`config.mk`:
```
export PLATFORM = sky130hd
export DESIGN_NAME = itda_ctrl
export DESIGN_NICKNAME = d
export VERILOG_FILES = /design/src/hdl/int_to_decimal_ascii_padded_top_defines.svh /design/src/hdl/itda_pkg.sv /design/src/hdl/itda_ctrl.sv
export SDC_FILE = /design/constraint.sdc
export NUM_CORES = 1
export LEC_CHECK = 0
export BUFFER_PORTS_ARGS = -buffer_cell sky130_fd_sc_hd__buf_2
export CAP_MARGIN = 20
export CORE_AREA = 2 2 39 41
export CTS_BUF_LIST = sky130_fd_sc_hd__clkbuf_16
export DETAILED_ROUTE_END_ITERATION = 7
export DIE_AREA = 0 0 41 43
export SETUP_SLACK_MARGIN = 0.3
export SLEW_MARGIN = 10
export SYNTH_ARGS = -nofsm -noshare
export SYNTH_HDL_FRONTEND = slang
export SYNTH_SLANG_ARGS = --single-unit
```
`constraint.sdc`:
```
create_clock -name clk_i -period 4.6 [get_ports clk_i]
set_input_delay 1.38 -clock clk_i [delete_from_list [all_inputs] [get_ports clk_i]]
set_output_delay 1.38 -clock clk_i [all_outputs]
set_load 0.01 [all_outputs]
```
`src/hdl/int_to_decimal_ascii_padded_top_defines.svh`:
```
// Assertion macros for the decimal text formatter.
`ifndef INT_TO_DECIMAL_ASCII_PADDED_TOP_DEFINES_SVH
`define INT_TO_DECIMAL_ASCII_PADDED_TOP_DEFINES_SVH
`ifndef SYNTHESIS
// Checks that the consequent holds in the same cycle as the antecedent.
`define ITDA_ASSERT_NOW(lbl, ante, cons, msg) \
  lbl: assert property (@(posedge clk_i) disable iff (!rst_ni) (ante) |-> (cons)) \
    else $error(msg);
// Checks that the consequent holds in the cycle after the antecedent.
`define ITDA_ASSERT_NEXT(lbl, ante, cons, msg) \
  lbl: assert property (@(posedge clk_i) disable iff (!rst_ni) (ante) |=> (cons)) \
    else $error(msg);
`else
`define ITDA_ASSERT_NOW(lbl, ante, cons, msg)
`define ITDA_ASSERT_NEXT(lbl, ante, cons, msg)
`endif
`endif

```
`src/hdl/itda_pkg.sv`:
```
// Shared constants and types of the decimal text formatter.
package itda_pkg;

  localparam int unsigned VALUE_BITS_DEF = 32;
  localparam int unsigned PAD_BITS       = 7;
  localparam int unsigned MAX_CHARS      = 32;

  localparam logic [7:0] CHAR_ZERO  = 8'h30;
  localparam logic [7:0] CHAR_SPACE = 8'h20;
  localparam logic [7:0] CHAR_MINUS = 8'h2D;

  typedef enum logic [1:0] {
    SEL_SPACE,
    SEL_MINUS,
    SEL_DIGIT
  } char_sel_e;

  typedef struct packed {
    logic      load;
    logic      dabble;
    logic      scan;
    logic      plan;
    logic      emit;
    char_sel_e sel;
    logic      last;
  } cmd_t;

  typedef struct packed {
    logic bits_done;
    logic top_zero;
    logic ndig_one;
    logic pads_zero;
    logic pads_one;
    logic neg;
    logic pneg;
    logic slot_free;
  } status_t;

endpackage

```
`src/hdl/itda_ctrl.sv`:
```
// Sequencer that steps the formatter datapath through conversion and output.
module itda_ctrl import itda_pkg::*; (
  input  logic    clk_i,
  input  logic    rst_ni,
  input  logic    in_valid_i,
  output logic    in_ready_o,
  input  status_t sts_i,
  output cmd_t    cmd_o
);

  typedef enum logic [2:0] {
    ST_IDLE,
    ST_CONV,
    ST_SCAN,
    ST_DECIDE,
    ST_LEAD,
    ST_SIGN,
    ST_DIGIT,
    ST_TRAIL
  } state_e;

  state_e state_q, state_d;
  cmd_t   cmd;

  always_comb begin
    state_d = state_q;
    cmd     = '0;
    cmd.sel = SEL_SPACE;
    case (state_q)
      ST_IDLE: begin
        if (in_valid_i) begin
          cmd.load = 1'b1;
          state_d  = ST_CONV;
        end
      end
      ST_CONV: begin
        cmd.dabble = 1'b1;
        if (sts_i.bits_done) state_d = ST_SCAN;
      end
      ST_SCAN: begin
        // Drop leading zero digits, always keeping at least one.
        if (sts_i.top_zero && !sts_i.ndig_one) begin
          cmd.scan = 1'b1;
        end else begin
          cmd.plan = 1'b1;
          state_d  = ST_DECIDE;
        end
      end
      ST_DECIDE: begin
        if (!sts_i.pneg && !sts_i.pads_zero) state_d = ST_LEAD;
        else if (sts_i.neg)                  state_d = ST_SIGN;
        else                                 state_d = ST_DIGIT;
      end
      ST_LEAD: begin
        if (sts_i.slot_free) begin
          cmd.emit = 1'b1;
          cmd.sel  = SEL_SPACE;
          if (sts_i.pads_one) state_d = sts_i.neg ? ST_SIGN : ST_DIGIT;
        end
      end
      ST_SIGN: begin
        if (sts_i.slot_free) begin
          cmd.emit = 1'b1;
          cmd.sel  = SEL_MINUS;
          state_d  = ST_DIGIT;
        end
      end
      ST_DIGIT: begin
        if (sts_i.slot_free) begin
          cmd.emit = 1'b1;
          cmd.sel  = SEL_DIGIT;
          cmd.last = sts_i.ndig_one && (!sts_i.pneg || sts_i.pads_zero);
          if (sts_i.ndig_one) begin
            state_d = (sts_i.pneg && !sts_i.pads_zero) ? ST_TRAIL : ST_IDLE;
          end
        end
      end
      ST_TRAIL: begin
        if (sts_i.slot_free) begin
          cmd.emit = 1'b1;
          cmd.sel  = SEL_SPACE;
          cmd.last = sts_i.pads_one;
          if (sts_i.pads_one) state_d = ST_IDLE;
        end
      end
      default: begin
        state_d = ST_IDLE;
      end
    endcase
  end

  always_ff @(posedge clk_i or negedge rst_ni) begin
    if (!rst_ni) begin
      state_q <= ST_IDLE;
    end else begin
      state_q <= state_d;
    end
  end

  assign in_ready_o = (state_q == ST_IDLE);
  assign cmd_o      = cmd;

endmodule

```
# Word level (Yosys, flattened, before mapping)
# Index checks and enable logic that the tools add are counted.
[classes]
eq_ne = 17
muxes = 26
reduce_logical = 10
[op_table]
columns = ["op", "n"]
rows = [
  ["$mux W3", 13],
  ["$pmux W3 S8", 1],
  ["$ne A2 B2 Y1 const B", 10],
  ["$eq A3 B3 Y1 const B", 4],
  ["$pmux W3 S4", 1],
  ["$reduce_and A10 Y1", 1],
  ["$mux W4", 2],
  ["$eq A3 B2 Y1 const B", 2],
  ["$mux W2", 3],
  ["$mux W1", 5],
  ["$logic_and A1 B1 Y1", 4],
  ["$eq A3 B1 Y1 const B", 1],
  ["$logic_not A1 Y1", 3],
  ["$logic_not A3 Y1", 1],
  ["$pmux W1 S2", 1],
  ["$logic_or A1 B1 Y1", 1],
]
[word_totals]
reg_bits = 3
in_bits = 11
output_inout_bits = 9
wordCells = 54

# Longest topological paths before layout
[depth]
word_depth = 6
mapped_depth = 5

# Least setup slack after synthesis
# No wires, ideal clock.
[synth_path]
kind = "in2out"
from = "input sts_i[6] (netlist bit)"
to = "output cmd_o[5] (netlist bit)"
t_arrival_ns = 1.847
required_time_ns = 3.220
slack_ns = 1.373
stages = 2
path_buffers = 0
path_cell_list = "nor2b_1 -> nor3b_4"
[synth_lines]
columns = ["item", "line", "text"]
rows = [
  ["start: declaration", "itda_ctrl.sv:7", "input status_t sts_i,"],
  ["end: declaration", "itda_ctrl.sv:8", "output cmd_t cmd_o"],
]

==> results.json <==
{
  "outcome": "finished clean",
  "synth_enable_flop_cells": 0,
  "area_delta_synth_final_pct": 42.9,
  "die_h_um": 43,
  "swShare_pct": 39.2,
  "clk_pin_slew_ns": 0.03,
  "port_buffers": 19,
  "cts_buffers": 3,
  "synth_top_family_by_area": "compound AO/OA/AOI/OAI gates",
  "critical_path_class": "input pin to output pin",
  "io_pins": 20,
  "path_buf_inv": 2,
  "syn-instance-count": 47,
  "n_antenna_cell": 0,
  "final_cell_mix": "19 x buf_2, 5 x nand2_1, 4 x inv_1, 4 x nor3_1",
  "final_core_util_pct": 41.2,
  "largest_reg_flops": 3,
  "track_usage_pct": 13.1,
  "synth-main-ff-cell": "dfrtp_1",
  "nets": 79,
  "cpPeakStageDelay_ns": 0.29,
  "clock-sinks": 3,
  "via_per_inst": 5.02,
  "drive_above_1_share_pct": 44.8,
  "die_w_um": 41,
  "start_util_pct": 28.8,
  "cts_setup_buffers": 0,
  "insertion_delay_ns": 0.23,
  "num_rows": 14,
  "seqPwrFrac_pct": 20.7,
  "powerDensity_nw_per_um2": 770,
  "cp-end-kind": "output pin",
  "cp.required_ns": 3.22,
  "skew_ns": 0.00275,
  "crit_family": "simple AND/OR/NAND/NOR gates",
  "yosys.area_share.xor_xnor_pct": 4.08,
  "grt_start_max_net_pins": 16,
  "synth_compound_area_share_pct": 33.9,
  "synthesis.nets": 58,
  "synth_cell_types": 30,
  "fin_crit_sh_pct": 76.3,
  "final_common_cell": "buf_2",
  "drcViolationCount": 0,
  "fillCellCount": 139,
  "synth-seq-area-share_pct": 18.8,
  "holdWs_ns": 0.778,
  "leakage_nw": 0.284,
  "crit_path_top_delay_cell": "nor3b_4",
  "combPwrFrac_pct": 48.0,
  "hp-class": "register to register",
  "ir_drop_mv": 0.189,
  "power.internal_mw": 0.267,
  "report.final.slew_viol_count": 0,
  "yosysWarnings": 0,
  "h-tree-depth": 1,
  "synth_mux_area_share_pct": 6.27,
  "setup_viol": 0,
  "rsz0062_at_grt": "no",
  "wl_per_cell_um": 11.2,
  "cts_buffer_depth": 2,
  "maxCapViolCount": 0,
  "regMostFlops": "state_q",
  "gp_congestion": 0.749,
  "antenna_found_initial": 0,
  "drtAntennaViolNets": 0,
  "drtIter0Drc": 6,
  "max_freq_mhz": 285,
  "cpMostUsedCell": "buf_2",
  "r2r_slack_ns": 2.74,
  "top_regs": "state_q (3)",
  "cts_tree": "done",
  "syn_area_per_cell_um2": 8.49,
  "grt_overflow": 0,
  "hold_violations": 0,
  "worst_pin_slew_ns": 0.524,
  "cts_hold_buf": 0,
  "async_reset_ff_share_pct": 100,
  "routed_wl_um": 933,
  "root_buffer": "clkbuf_16",
  "grt_pass1_vias": 384,
  "vias": 417,
  "p_clk_share_pct": 31.3,
  "tns_ns": 0,
  "switchingPower_mw": 0.172,
  "ys_ff_latch": 3,
  "path_max_fanout": 3,
  "period_minus_slack_ns": 3.51,
  "die_area_um2": 1760,
  "drt_pass1_iterations": 4,
  "grt_pass1_wl_um": 1490,
  "coreArea_um2": 1380,
  "maxSlewHeadroom_pct": 64.2,
  "arrival_ns": 2.13,
  "cp-start-kind": "input pin",
  "cts_resized": 0,
  "synthSimpleGateAreaFrac_pct": 28.5,
  "syn_area_um2": 399,
  "crit_chain": "buf_2, nor2b_1, nor3b_4, buf_2",
  "synth-adder-area-share_pct": 0
}
==> cells by family after synthesis <==
logic type	count (synthesis)
xor+xnor	1
mux	2
buf+inv	6
flops	3
simple gates	20
compound gates	15
==> final timing paths <==
| path | startpoint | to | cells after the start |
|---|---|---|---|
| hold / removal | state_q[0] | state_q[2] | 2 |
| max in group asynchronous | rst_ni | state_q[1] | 1 |
| min in group asynchronous | rst_ni | state_q[0] | 1 |
| setup / recovery | sts_i[5] | cmd_o[5] | 4 |
| hold reg to reg | state_q[0] | state_q[2] | 2 |
| setup reg to reg | state_q[0] | state_q[1] | 4 |
==> power groups by stage <==
stage,combinational [mW],sequential [mW],clock (mW)
after floorplan,0.214,0.0550,0
after global placement,0.211,0.0926,0
after detailed placement,0.211,0.0908,0
after CTS,0.212,0.0906,0.140
after global routing,0.231,0.0975,0.142
final,0.211,0.0911,0.137
==> tightest hold or removal path: stages (launching register included) <==
cell and delay [ns]:
dfrtp_1 0.50, a21oi_1 0.18, a31oi_1 0.05
==> metrics by stage <==
stage	std cells	worst slack [ns]	total power, mW	area (um^2)
floorplan	47	1.37	0.269	399
global placement	79	1.13	0.304	492
detailed placement	79	1.10	0.302	492
CTS	83	1.09	0.443	571
global route	83	1.02	0.471	571
finish	83	1.09	0.439	571
==> cells in the mapped netlist (all sizes together), types with 2 or more instances <==
cell type	n	area, um^2
a2111oi	3	51.3
a21oi	2	10.0
and2	2	12.5
clkbuf	2	17.5
dfrtp	3	75.1
inv	3	11.3
nand2	5	18.8
nand2b	2	12.5
nand3	2	10.0
nor2	2	7.51
nor3	4	20.0
o21ai	2	10.0
o22ai	3	25.0
==> layer usage <==
metal  up-vias  wire length (um)  global-route usage [%]
met5         -                 0                       0
met4         0                30                    10.0
met3         2                73                    5.24
met2        16               434                    19.4
met1       184               395                    13.8
li1        215                 -                       -
==> layout make-up <==
cell class	instances	area (um^2)	area share [%]
well taps	16	20.0	3.51
multi-input cells	38	290	50.9
flip-flops and latches	3	75.1	13.2
repair buffers	19	95.1	16.7
clock buffers	3	75.1	13.2
clock inverters	1	3.75	0.658
inverters	3	11.3	1.97
Power figures use the tool's default switching activity.
