==> config.mk <==
export PLATFORM = sky130hd
export DESIGN_NAME = itda_dp
export DESIGN_NICKNAME = d
export VERILOG_FILES = /design/src/hdl/int_to_decimal_ascii_padded_top_defines.svh /design/src/hdl/itda_pkg.sv /design/src/hdl/itda_dp.sv
export SDC_FILE = /design/constraint.sdc
export NUM_CORES = 1
export LEC_CHECK = 0
export BUFFER_PORTS_ARGS = -buffer_cell sky130_fd_sc_hd__buf_2
export CORE_MARGIN = 2
export CORE_UTILIZATION = 65
export CTS_CLUSTER_DIAMETER = 30
export DETAILED_ROUTE_END_ITERATION = 16
export HOLD_SLACK_MARGIN = 0.12
export PLACE_DENSITY = 0.93
export SETUP_SLACK_MARGIN = 0.4
export SYNTH_ARGS = -nofsm -noshare
export SYNTH_HDL_FRONTEND = slang
export SYNTH_SLANG_ARGS = --single-unit
export TNS_END_PERCENT = 30
==> constraint.sdc <==
create_clock -name clk_i -period 3.56 [get_ports clk_i]
set_clock_uncertainty 0.05 [all_clocks]
set_input_delay 0.712 -clock clk_i [delete_from_list [all_inputs] [get_ports clk_i]]
set_output_delay 0.712 -clock clk_i [all_outputs]
set_load 0.05 [all_outputs]
==> src/hdl/int_to_decimal_ascii_padded_top_defines.svh <==
// Assertion macros for the decimal text formatter.
`ifndef INT_TO_DECIMAL_ASCII_PADDED_TOP_DEFINES_SVH
`define INT_TO_DECIMAL_ASCII_PADDED_TOP_DEFINES_SVH
`ifndef SYNTHESIS
// Checks that the consequent holds in the same cycle as the antecedent.
`define ITDA_ASSERT_NOW(lbl, ante, cons, msg) \
  lbl: assert property (@(posedge clk_i) disable iff (!rst_ni) (ante) |-> (cons)) \
    else $error(msg);
// Checks that the consequent holds in the cycle after the antecedent.
`define ITDA_ASSERT_NEXT(lbl, ante, cons, msg) \
  lbl: assert property (@(posedge clk_i) disable iff (!rst_ni) (ante) |=> (cons)) \
    else $error(msg);
`else
`define ITDA_ASSERT_NOW(lbl, ante, cons, msg)
`define ITDA_ASSERT_NEXT(lbl, ante, cons, msg)
`endif
`endif

==> src/hdl/itda_pkg.sv <==
// Shared constants and types of the decimal text formatter.
package itda_pkg;

  localparam int unsigned VALUE_BITS_DEF = 32;
  localparam int unsigned PAD_BITS       = 7;
  localparam int unsigned MAX_CHARS      = 32;

  localparam logic [7:0] CHAR_ZERO  = 8'h30;
  localparam logic [7:0] CHAR_SPACE = 8'h20;
  localparam logic [7:0] CHAR_MINUS = 8'h2D;

  typedef enum logic [1:0] {
    SEL_SPACE,
    SEL_MINUS,
    SEL_DIGIT
  } char_sel_e;

  typedef struct packed {
    logic      load;
    logic      dabble;
    logic      scan;
    logic      plan;
    logic      emit;
    char_sel_e sel;
    logic      last;
  } cmd_t;

  typedef struct packed {
    logic bits_done;
    logic top_zero;
    logic ndig_one;
    logic pads_zero;
    logic pads_one;
    logic neg;
    logic pneg;
    logic slot_free;
  } status_t;

endpackage

==> src/hdl/itda_dp.sv <==
// Datapath: magnitude, shift-add-3 BCD converter, counters and output register.
module itda_dp import itda_pkg::*; #(
  parameter int unsigned VALUE_BITS = VALUE_BITS_DEF
) (
  input  logic                         clk_i,
  input  logic                         rst_ni,
  input  logic signed [VALUE_BITS-1:0] value_i,
  input  logic signed [PAD_BITS-1:0]   pad_width_i,
  input  cmd_t                         cmd_i,
  output status_t                      sts_o,
  input  logic                         out_ready_i,
  output logic                         out_valid_o,
  output logic [7:0]                   character_o,
  output logic                         last_o
);

  // Digit count is a safe upper bound on the decimal length of 2^VALUE_BITS.
  localparam int unsigned NDIG   = (VALUE_BITS * 3) / 10 + 2;
  localparam int unsigned BCD_W  = 4 * NDIG;
  localparam int unsigned NDIG_W = $clog2(NDIG + 1);
  localparam int unsigned BIT_W  = $clog2(VALUE_BITS + 1);
  localparam int unsigned PMAG_W = $clog2(MAX_CHARS + 1);
  localparam int unsigned LEN_W  = $clog2(NDIG + 2);
  localparam int unsigned CMP_W  = (PMAG_W > LEN_W) ? PMAG_W : LEN_W;

  logic [VALUE_BITS-1:0] raw;
  logic [VALUE_BITS-1:0] mag_load;
  logic [PAD_BITS-1:0]   praw;
  logic [PAD_BITS-1:0]   pabs;
  logic [PMAG_W-1:0]     psat;
  logic [BCD_W-1:0]      bcd_adj;
  logic [3:0]            top_digit;
  logic [CMP_W-1:0]      len;
  logic [CMP_W-1:0]      pmag_ext;
  logic [7:0]            char_sel;

  logic [VALUE_BITS-1:0] mag_q;
  logic [BCD_W-1:0]      bcd_q;
  logic [BIT_W-1:0]      bit_cnt_q;
  logic [NDIG_W-1:0]     ndig_q;
  logic [PMAG_W-1:0]     pmag_q;
  logic [PMAG_W-1:0]     pads_q;
  logic                  neg_q;
  logic                  pneg_q;
  logic                  ovalid_q;
  logic [7:0]            char_q;
  logic                  last_q;

  // The most negative value negates to itself, which read unsigned is 2^(N-1).
  assign raw      = value_i;
  assign mag_load = raw[VALUE_BITS-1] ? VALUE_BITS'(~raw + 1'b1) : raw;
  assign praw     = pad_width_i;
  assign pabs     = praw[PAD_BITS-1] ? PAD_BITS'(~praw + 1'b1) : praw;
  assign psat     = (pabs > PAD_BITS'(MAX_CHARS)) ? PMAG_W'(MAX_CHARS) : PMAG_W'(pabs);

  always_comb begin
    for (int i = 0; i < NDIG; i++) begin
      bcd_adj[4*i +: 4] = (bcd_q[4*i +: 4] >= 4'd5) ? (bcd_q[4*i +: 4] + 4'd3)
                                                      : bcd_q[4*i +: 4];
    end
  end

  assign top_digit = bcd_q[BCD_W-1 -: 4];
  assign len       = CMP_W'(ndig_q) + CMP_W'(neg_q);
  assign pmag_ext  = CMP_W'(pmag_q);

  always_comb begin
    case (cmd_i.sel)
      SEL_SPACE: char_sel = CHAR_SPACE;
      SEL_MINUS: char_sel = CHAR_MINUS;
      SEL_DIGIT: char_sel = CHAR_ZERO + {4'd0, top_digit};
      default:   char_sel = CHAR_SPACE;
    endcase
  end

  always_ff @(posedge clk_i) begin
    if (cmd_i.load) begin
      mag_q     <= mag_load;
      bcd_q     <= '0;
      bit_cnt_q <= BIT_W'(VALUE_BITS);
      ndig_q    <= NDIG_W'(NDIG);
      neg_q     <= raw[VALUE_BITS-1];
      pneg_q    <= praw[PAD_BITS-1];
      pmag_q    <= psat;
    end else if (cmd_i.dabble) begin
      bcd_q     <= {bcd_adj[BCD_W-2:0], mag_q[VALUE_BITS-1]};
      mag_q     <= {mag_q[VALUE_BITS-2:0], 1'b0};
      bit_cnt_q <= bit_cnt_q - 1'b1;
    end else if (cmd_i.scan || (cmd_i.emit && cmd_i.sel == SEL_DIGIT)) begin
      bcd_q     <= {bcd_q[BCD_W-5:0], 4'd0};
      ndig_q    <= ndig_q - 1'b1;
    end
    if (cmd_i.plan) begin
      pads_q <= (pmag_ext > len) ? PMAG_W'(pmag_ext - len) : '0;
    end else if (cmd_i.emit && cmd_i.sel == SEL_SPACE) begin
      pads_q <= pads_q - 1'b1;
    end
    if (cmd_i.emit) begin
      char_q <= char_sel;
      last_q <= cmd_i.last;
    end
  end

  always_ff @(posedge clk_i or negedge rst_ni) begin
    if (!rst_ni) begin
      ovalid_q <= 1'b0;
    end else if (cmd_i.emit) begin
      ovalid_q <= 1'b1;
    end else if (out_ready_i) begin
      ovalid_q <= 1'b0;
    end
  end

  assign sts_o.bits_done = (bit_cnt_q == BIT_W'(1));
  assign sts_o.top_zero  = (top_digit == 4'd0);
  assign sts_o.ndig_one  = (ndig_q == NDIG_W'(1));
  assign sts_o.pads_zero = (pads_q == '0);
  assign sts_o.pads_one  = (pads_q == PMAG_W'(1));
  assign sts_o.neg       = neg_q;
  assign sts_o.pneg      = pneg_q;
  assign sts_o.slot_free = !ovalid_q || out_ready_i;

  assign out_valid_o = ovalid_q;
  assign character_o = char_q;
  assign last_o      = last_q;

endmodule

# Word-level counts from Yosys, hierarchy flattened
# Cells that the tools add are included.
# Widths: inputs -> output; s select.
# classes
add_sub_neg	19
mul	0
div_mod_pow	0
magnitude_cmp	13
n_eq_ne	5
shifts	0
mux	23
n_bitwise	3
n_reduce_logical	13
# ops
operator	n
$mux 32	3
$mux 44	2
$ge 4x3->1 const B	11
$add 4x2->4 const B	10
$mux 4	10
$add 32x1->32 const B	1
$not 32->32	1
$mux 6	3
$pmux 7 s2	1
$eq 6x1->1 const B	2
$sub 6x1->6 const B	2
$reduce_bool 2->1	4
$add 6x4->7 const A	1
$add 7x1->7 const B	1
$gt 7x6->1 const B	1
$mux 7	1
$not 7->7	1
$gt 6x5->1	1
$logic_not 6->1	1
$sub 6x5->6	1
$add 4x1->5	1
$eq 4x1->1 const B	1
$logic_not 4->1	1
$sub 4x1->4 const B	1
11 further kinds	14
# word_totals
reg_bits	110
latchBits	0
mem_bits_rw	0
mem_bits_ro	0
inputBits	50
output_inout_bits	18
n_memories	0

# Logic depth before layout (Yosys ltp)
# logic_depth
word_depth	5
depth_mapped	9
ltp_nobuf	9

# Least setup slack after synthesis
# Ideal clock, no wire load.
# synth_path
path_type	register to output
from	register bcd_q[40]
to	output port sts_o[6] (netlist name)
t_arrival_ps	1759
t_required_ps	2798
setup_slack_ps	1039
path_stages_with_launch	4
path_buffers	0
path_cell_list	dfxtp_1 inv_1 ha_1 nor3b_1
# synth_lines
item	line	text
start: declaration	itda_dp.sv:38	logic [BCD_W-1:0] bcd_q;
start signal: assignment	itda_dp.sv:86	bcd_q <= {bcd_adj[BCD_W-2:0], mag_q[VALUE_BITS-1]};
start signal: assignment	itda_dp.sv:90	bcd_q <= {bcd_q[BCD_W-5:0], 4'd0};
end: declaration	itda_dp.sv:10	output status_t sts_o,

# Final worst setup path
# layout_path
from	register neg_q
to	register pads_q[3] (data pin)
# layout_via
elab_chain_len	4
word_cells_on_any_way	5
# layout_rtl
item	line	text
start: declaration	itda_dp.sv:43	logic neg_q;
start signal: assignment	itda_dp.sv:82	neg_q <= raw[VALUE_BITS-1];
$add 4x1->5 (*)	itda_dp.sv:64	assign len = CMP_W'(ndig_q) + CMP_W'(neg_q);
$sub 6x5->6 / $gt 6x5->1 (equally long branches)	itda_dp.sv:94	pads_q <= (pmag_ext > len) ? PMAG_W'(pmag_ext - len) : '0;
$mux 6 (*)	itda_dp.sv:94	
$mux 6 (*)	itda_dp.sv:93	if (cmd_i.plan) begin
end signal: assignment	itda_dp.sv:94	
end signal: assignment	itda_dp.sv:96	pads_q <= pads_q - 1'b1;
end: declaration	itda_dp.sv:42	logic [PMAG_W-1:0] pads_q;
# Every way passes the cells marked *; elsewhere a longest branch is shown, timed or not.
# A chain may end at the register's enable or synchronous reset.

==> summary.txt <==
Yosys
  • Cell Area, Synth: 0.00675 mm²
  • Register area share after synthesis: 39.5%
  • #FFs+latches synth: 107
  • Simple-gate portion of the synthesized area: 17.8%
  • Post-synthesis adder-cell area fraction: 8.09%
  • Post-Syn Area per Cell: 9.02 µm²
  • Main synth FF type: dfxtp_1
  • Compound-Gate Fraction of Synth Area: 21.3%
  • Ys async rst share: 0.935%
  • Synth warn: 0
  • Yosys cell types: 54
  • Mux contribution to synthesized area: 0.445%
  • Main combinational cell family by area after synthesis: compound AO/OA/AOI/OAI gates
  • Post-synth EDFFs: 52
  • Post-Synth XOR/XNOR Area: 7.53%
  • Mapped Cells: 748

Timing
  • Setup violations, final: 0
  • RSZ-0062 raised after global routing: no
  • Final hold vios: 0
  • Min Tclk post-route: 2.77 ns
  • Max-slew violation count: 0
  • Fmax achieved: 360 MHz
  • Max_slew headroom: 47.1%
  • Worst slew pin tran: 0.788 ns
  • Final period utilization: 77.9%
  • Setup TNS: 0 ns

Routing
  • DR iter-0 viols: 476
  • Final ANT Viol Nets: 0
  • Avg Vias per Cell: 5.98
  • Pre-antenna DRT Iters: 5
  • Vias: 5545
  • # DRC: 0
  • Detailed Route WL: 13700 µm
  • Wirelength per Cell: 14.7 µm

Floorplan
  • Die area: 0.0112 mm²
  • I/O Pins: 68
  • FP Rows: 37
  • Core area: 0.0102 mm²
  • Die Wd: 106 µm
  • Die Y: 106 µm
  • Initial Util: 66.2%

Worst setup path
  • Crit start category: register
  • RR Startpoint: neg_q
  • Crit. Startpoint: neg_q
  • R2R Path End: pads_q[3]
  • Reg2reg path depth: 8
  • CP endpoint: pads_q[3]
  • Worst EP arrival: 2.90 ns
  • CP Data Required Time: 3.69 ns
  • Crit-path max FO: 5
  • R2r setup slk: 0.79 ns
  • Crit end category: register
  • WS Path Type: reg -> reg

Job
  • Maxcap violations: 0

Worst hold path
  • Min-Delay Startpoint: cmd_i[0]
  • Hold WC Path Type: in -> reg

Clock tree
  • H-tree levels: 3
  • Clock buffer depth: 2
  • Clock root buffer: clkbuf_8
  • Clk sinks: 107
  • Worst skew pair latency: 0.37 ns
  • Reg clk slew, reported paths: 0.10 ns
  • CTS Hold Buffers Added: 1
  • Setup bufs post-CTS: 0
  • Resized Gates After CTS: 0
  • TritonCTS clock tree: built
  • Cts bufs inserted: 9

Power and ir drop
  • Lkg Pwr: 2.82 nW
  • Pwr dens: 399 mW/mm²
  • Power Total: 2.91 mW
  • P_sw: 881 µW
  • Maximum vdd drop: 261 µV
  • Cell-internal power: 2.03 mW
  • Clk pwr share: 25.5%
  • Sw Ratio: 30.2%
  • Reg power frac: 51.8%
  • Combinational Power Share: 22.6%

Global route
  • First-pass GRT wire length: 23700 µm
  • Number of global-route vias before repair: 5409
  • All-layer global routing usage: 25.5%
  • Pin count of the biggest net entering global routing: 68
  • Initial antenna violation count: 0
  • Congestion Overflow GR: 0

Finish
  • Syn-to-layout area delta: 8.29%
  • NumNets Final: 880
  • Layout cells sized above 1: 13.0%
  • Antenna diodes: 0

Place
  • PortBufs: 64
  • Final HPWL DP: 9650 µm
  • GPL Wtd Cong: 0.882

Status
  • Outcome: finished, final reports clean
area by class of cell:
| class | count | area [µm²] |
|---|---|---|
| Multi-Input combinational cell | 557 | 3750 |
| Fill cell | 722 | 2880 |
| Sequential cell | 107 | 2670 |
| Timing Repair Buffer | 71 | 378 |
| Tap cell | 136 | 170 |
| Inverter | 41 | 154 |
| Clock buffer | 13 | 149 |
| Clock inverter | 3 | 40.0 |
cell usage after synthesis, drive strengths merged, types with 3 or more instances:
master	count	area (µm²)
a211oi	67	503
a21oi	76	380
a311oi	6	52.6
a31oi	3	18.8
a32oi	3	26.3
and2	5	31.3
buf	10	65.1
clkbuf	34	128
dfxtp	54	1080
edfxtp	52	1560
ha	42	526
inv	41	154
mux2i	3	30.0
nand2	35	134
nand2b	22	138
nand3	7	35.0
nor2	97	364
nor2b	22	138
nor3	7	35.0
nor3b	18	135
nor4	3	18.8
o21ai	24	120
o22ai	4	25.0
o31ai	10	75.1
o41ai	11	168
or2	6	37.5
or3	4	26.3
or4	4	41.3
xnor2	23	201
xor2	35	307
metal layers:
metal	routed length, µm	GRT usage (%)
met5	0	0
met1	5890	31.6
met3	647	4.95
met2	6920	44.6
met4	208	8.18
registers in the layout, summed over array words and instances (netlist names):
name / cells
bcd_q: 44
last_o: 1
character_o: 5
ndig_q: 4
out_valid_o: 1
neg_q: 1
bit_cnt_q: 6
pmag_ext: 6
mag_q: 32
pneg_q: 1
pads_q: 6
per-stage QoR:
| stage | std cells | hold WS, ns | setup slack [ns] | instance area [µm²] | util (%) |
|---|---|---|---|---|---|
| finish | 928 | 0.460 | 0.785 | 7310 | 71.7 |
| global route | 928 | 0.442 | 0.617 | 7310 | 71.7 |
| CTS | 928 | 0.443 | 0.788 | 7310 | 71.7 |
| detailed placement | 911 | 0.426 | 0.604 | 7110 | 69.8 |
| global placement | 911 | 0.415 | 0.651 | 7110 | 69.8 |
| floorplan | 749 | 0.366 | 1.04 | 6750 | - |
cell families (layout without fill, tap and decap cells):
kind of cell / after synthesis / in the layout
AND/OR/NAND/NOR: 237 / 237
AO/OA/AOI/OAI: 213 / 213
flip-flops: 107 / 107
buffers and inverters: 85 / 128
XOR/XNOR: 58 / 58
adder cells (fa/ha/maj): 43 / 43
multiplexers: 3 / 3
other: 2 / 3
power groups by stage:
stage	Clock (mW)	Combinational, mW	Sequential (mW)
after floorplan	0	0.481	1.53
after global placement	0	0.607	1.53
after detailed placement	0	0.650	1.54
after CTS	0.755	0.658	1.51
after global routing	0.798	0.739	1.53
final	0.744	0.660	1.51
worst max-delay path: stages, from the launching register on:
cell      delay [ns]
edfxtp_1        0.42
ha_1            0.22
ha_1            0.33
fa_1            0.45
nand2b_1        0.18
a21oi_1         0.26
o21a_1          0.14
o21ai_0         0.18
o32ai_1         0.37
layout by cell type (no fill, tap or decap), types with 4 or more instances in the layout:
cell and n:
dfxtp_1 54, nor2b_1 22, ha_1 42, xnor2_1 23, a21oi_1 75, clkbuf_8 10, o21ai_0 24, inv_1 41
nand2_1 34, edfxtp_1 52, buf_2 63, nor3_1 7, a311oi_1 6, nand2b_1 22, xor2_1 35, buf_4 7
nor3b_1 18, a211oi_1 67, nand3_1 7, o31ai_1 10, nor2_1 97, o22ai_1 4, and2_1 5, or2_2 5
o41ai_2 7
worst min-delay path by stage:
stage | to | cells past startpoint
2_1_floorplan | out_valid_o | 0
3_3_place_gp | bcd_q[0] | 2
3_5_place_dp | bcd_q[0] | 2
4_1_cts | last_o | 1
5_1_grt | last_o | 1
6_report | last_o | 1
(Power assumes the default switching activity.)
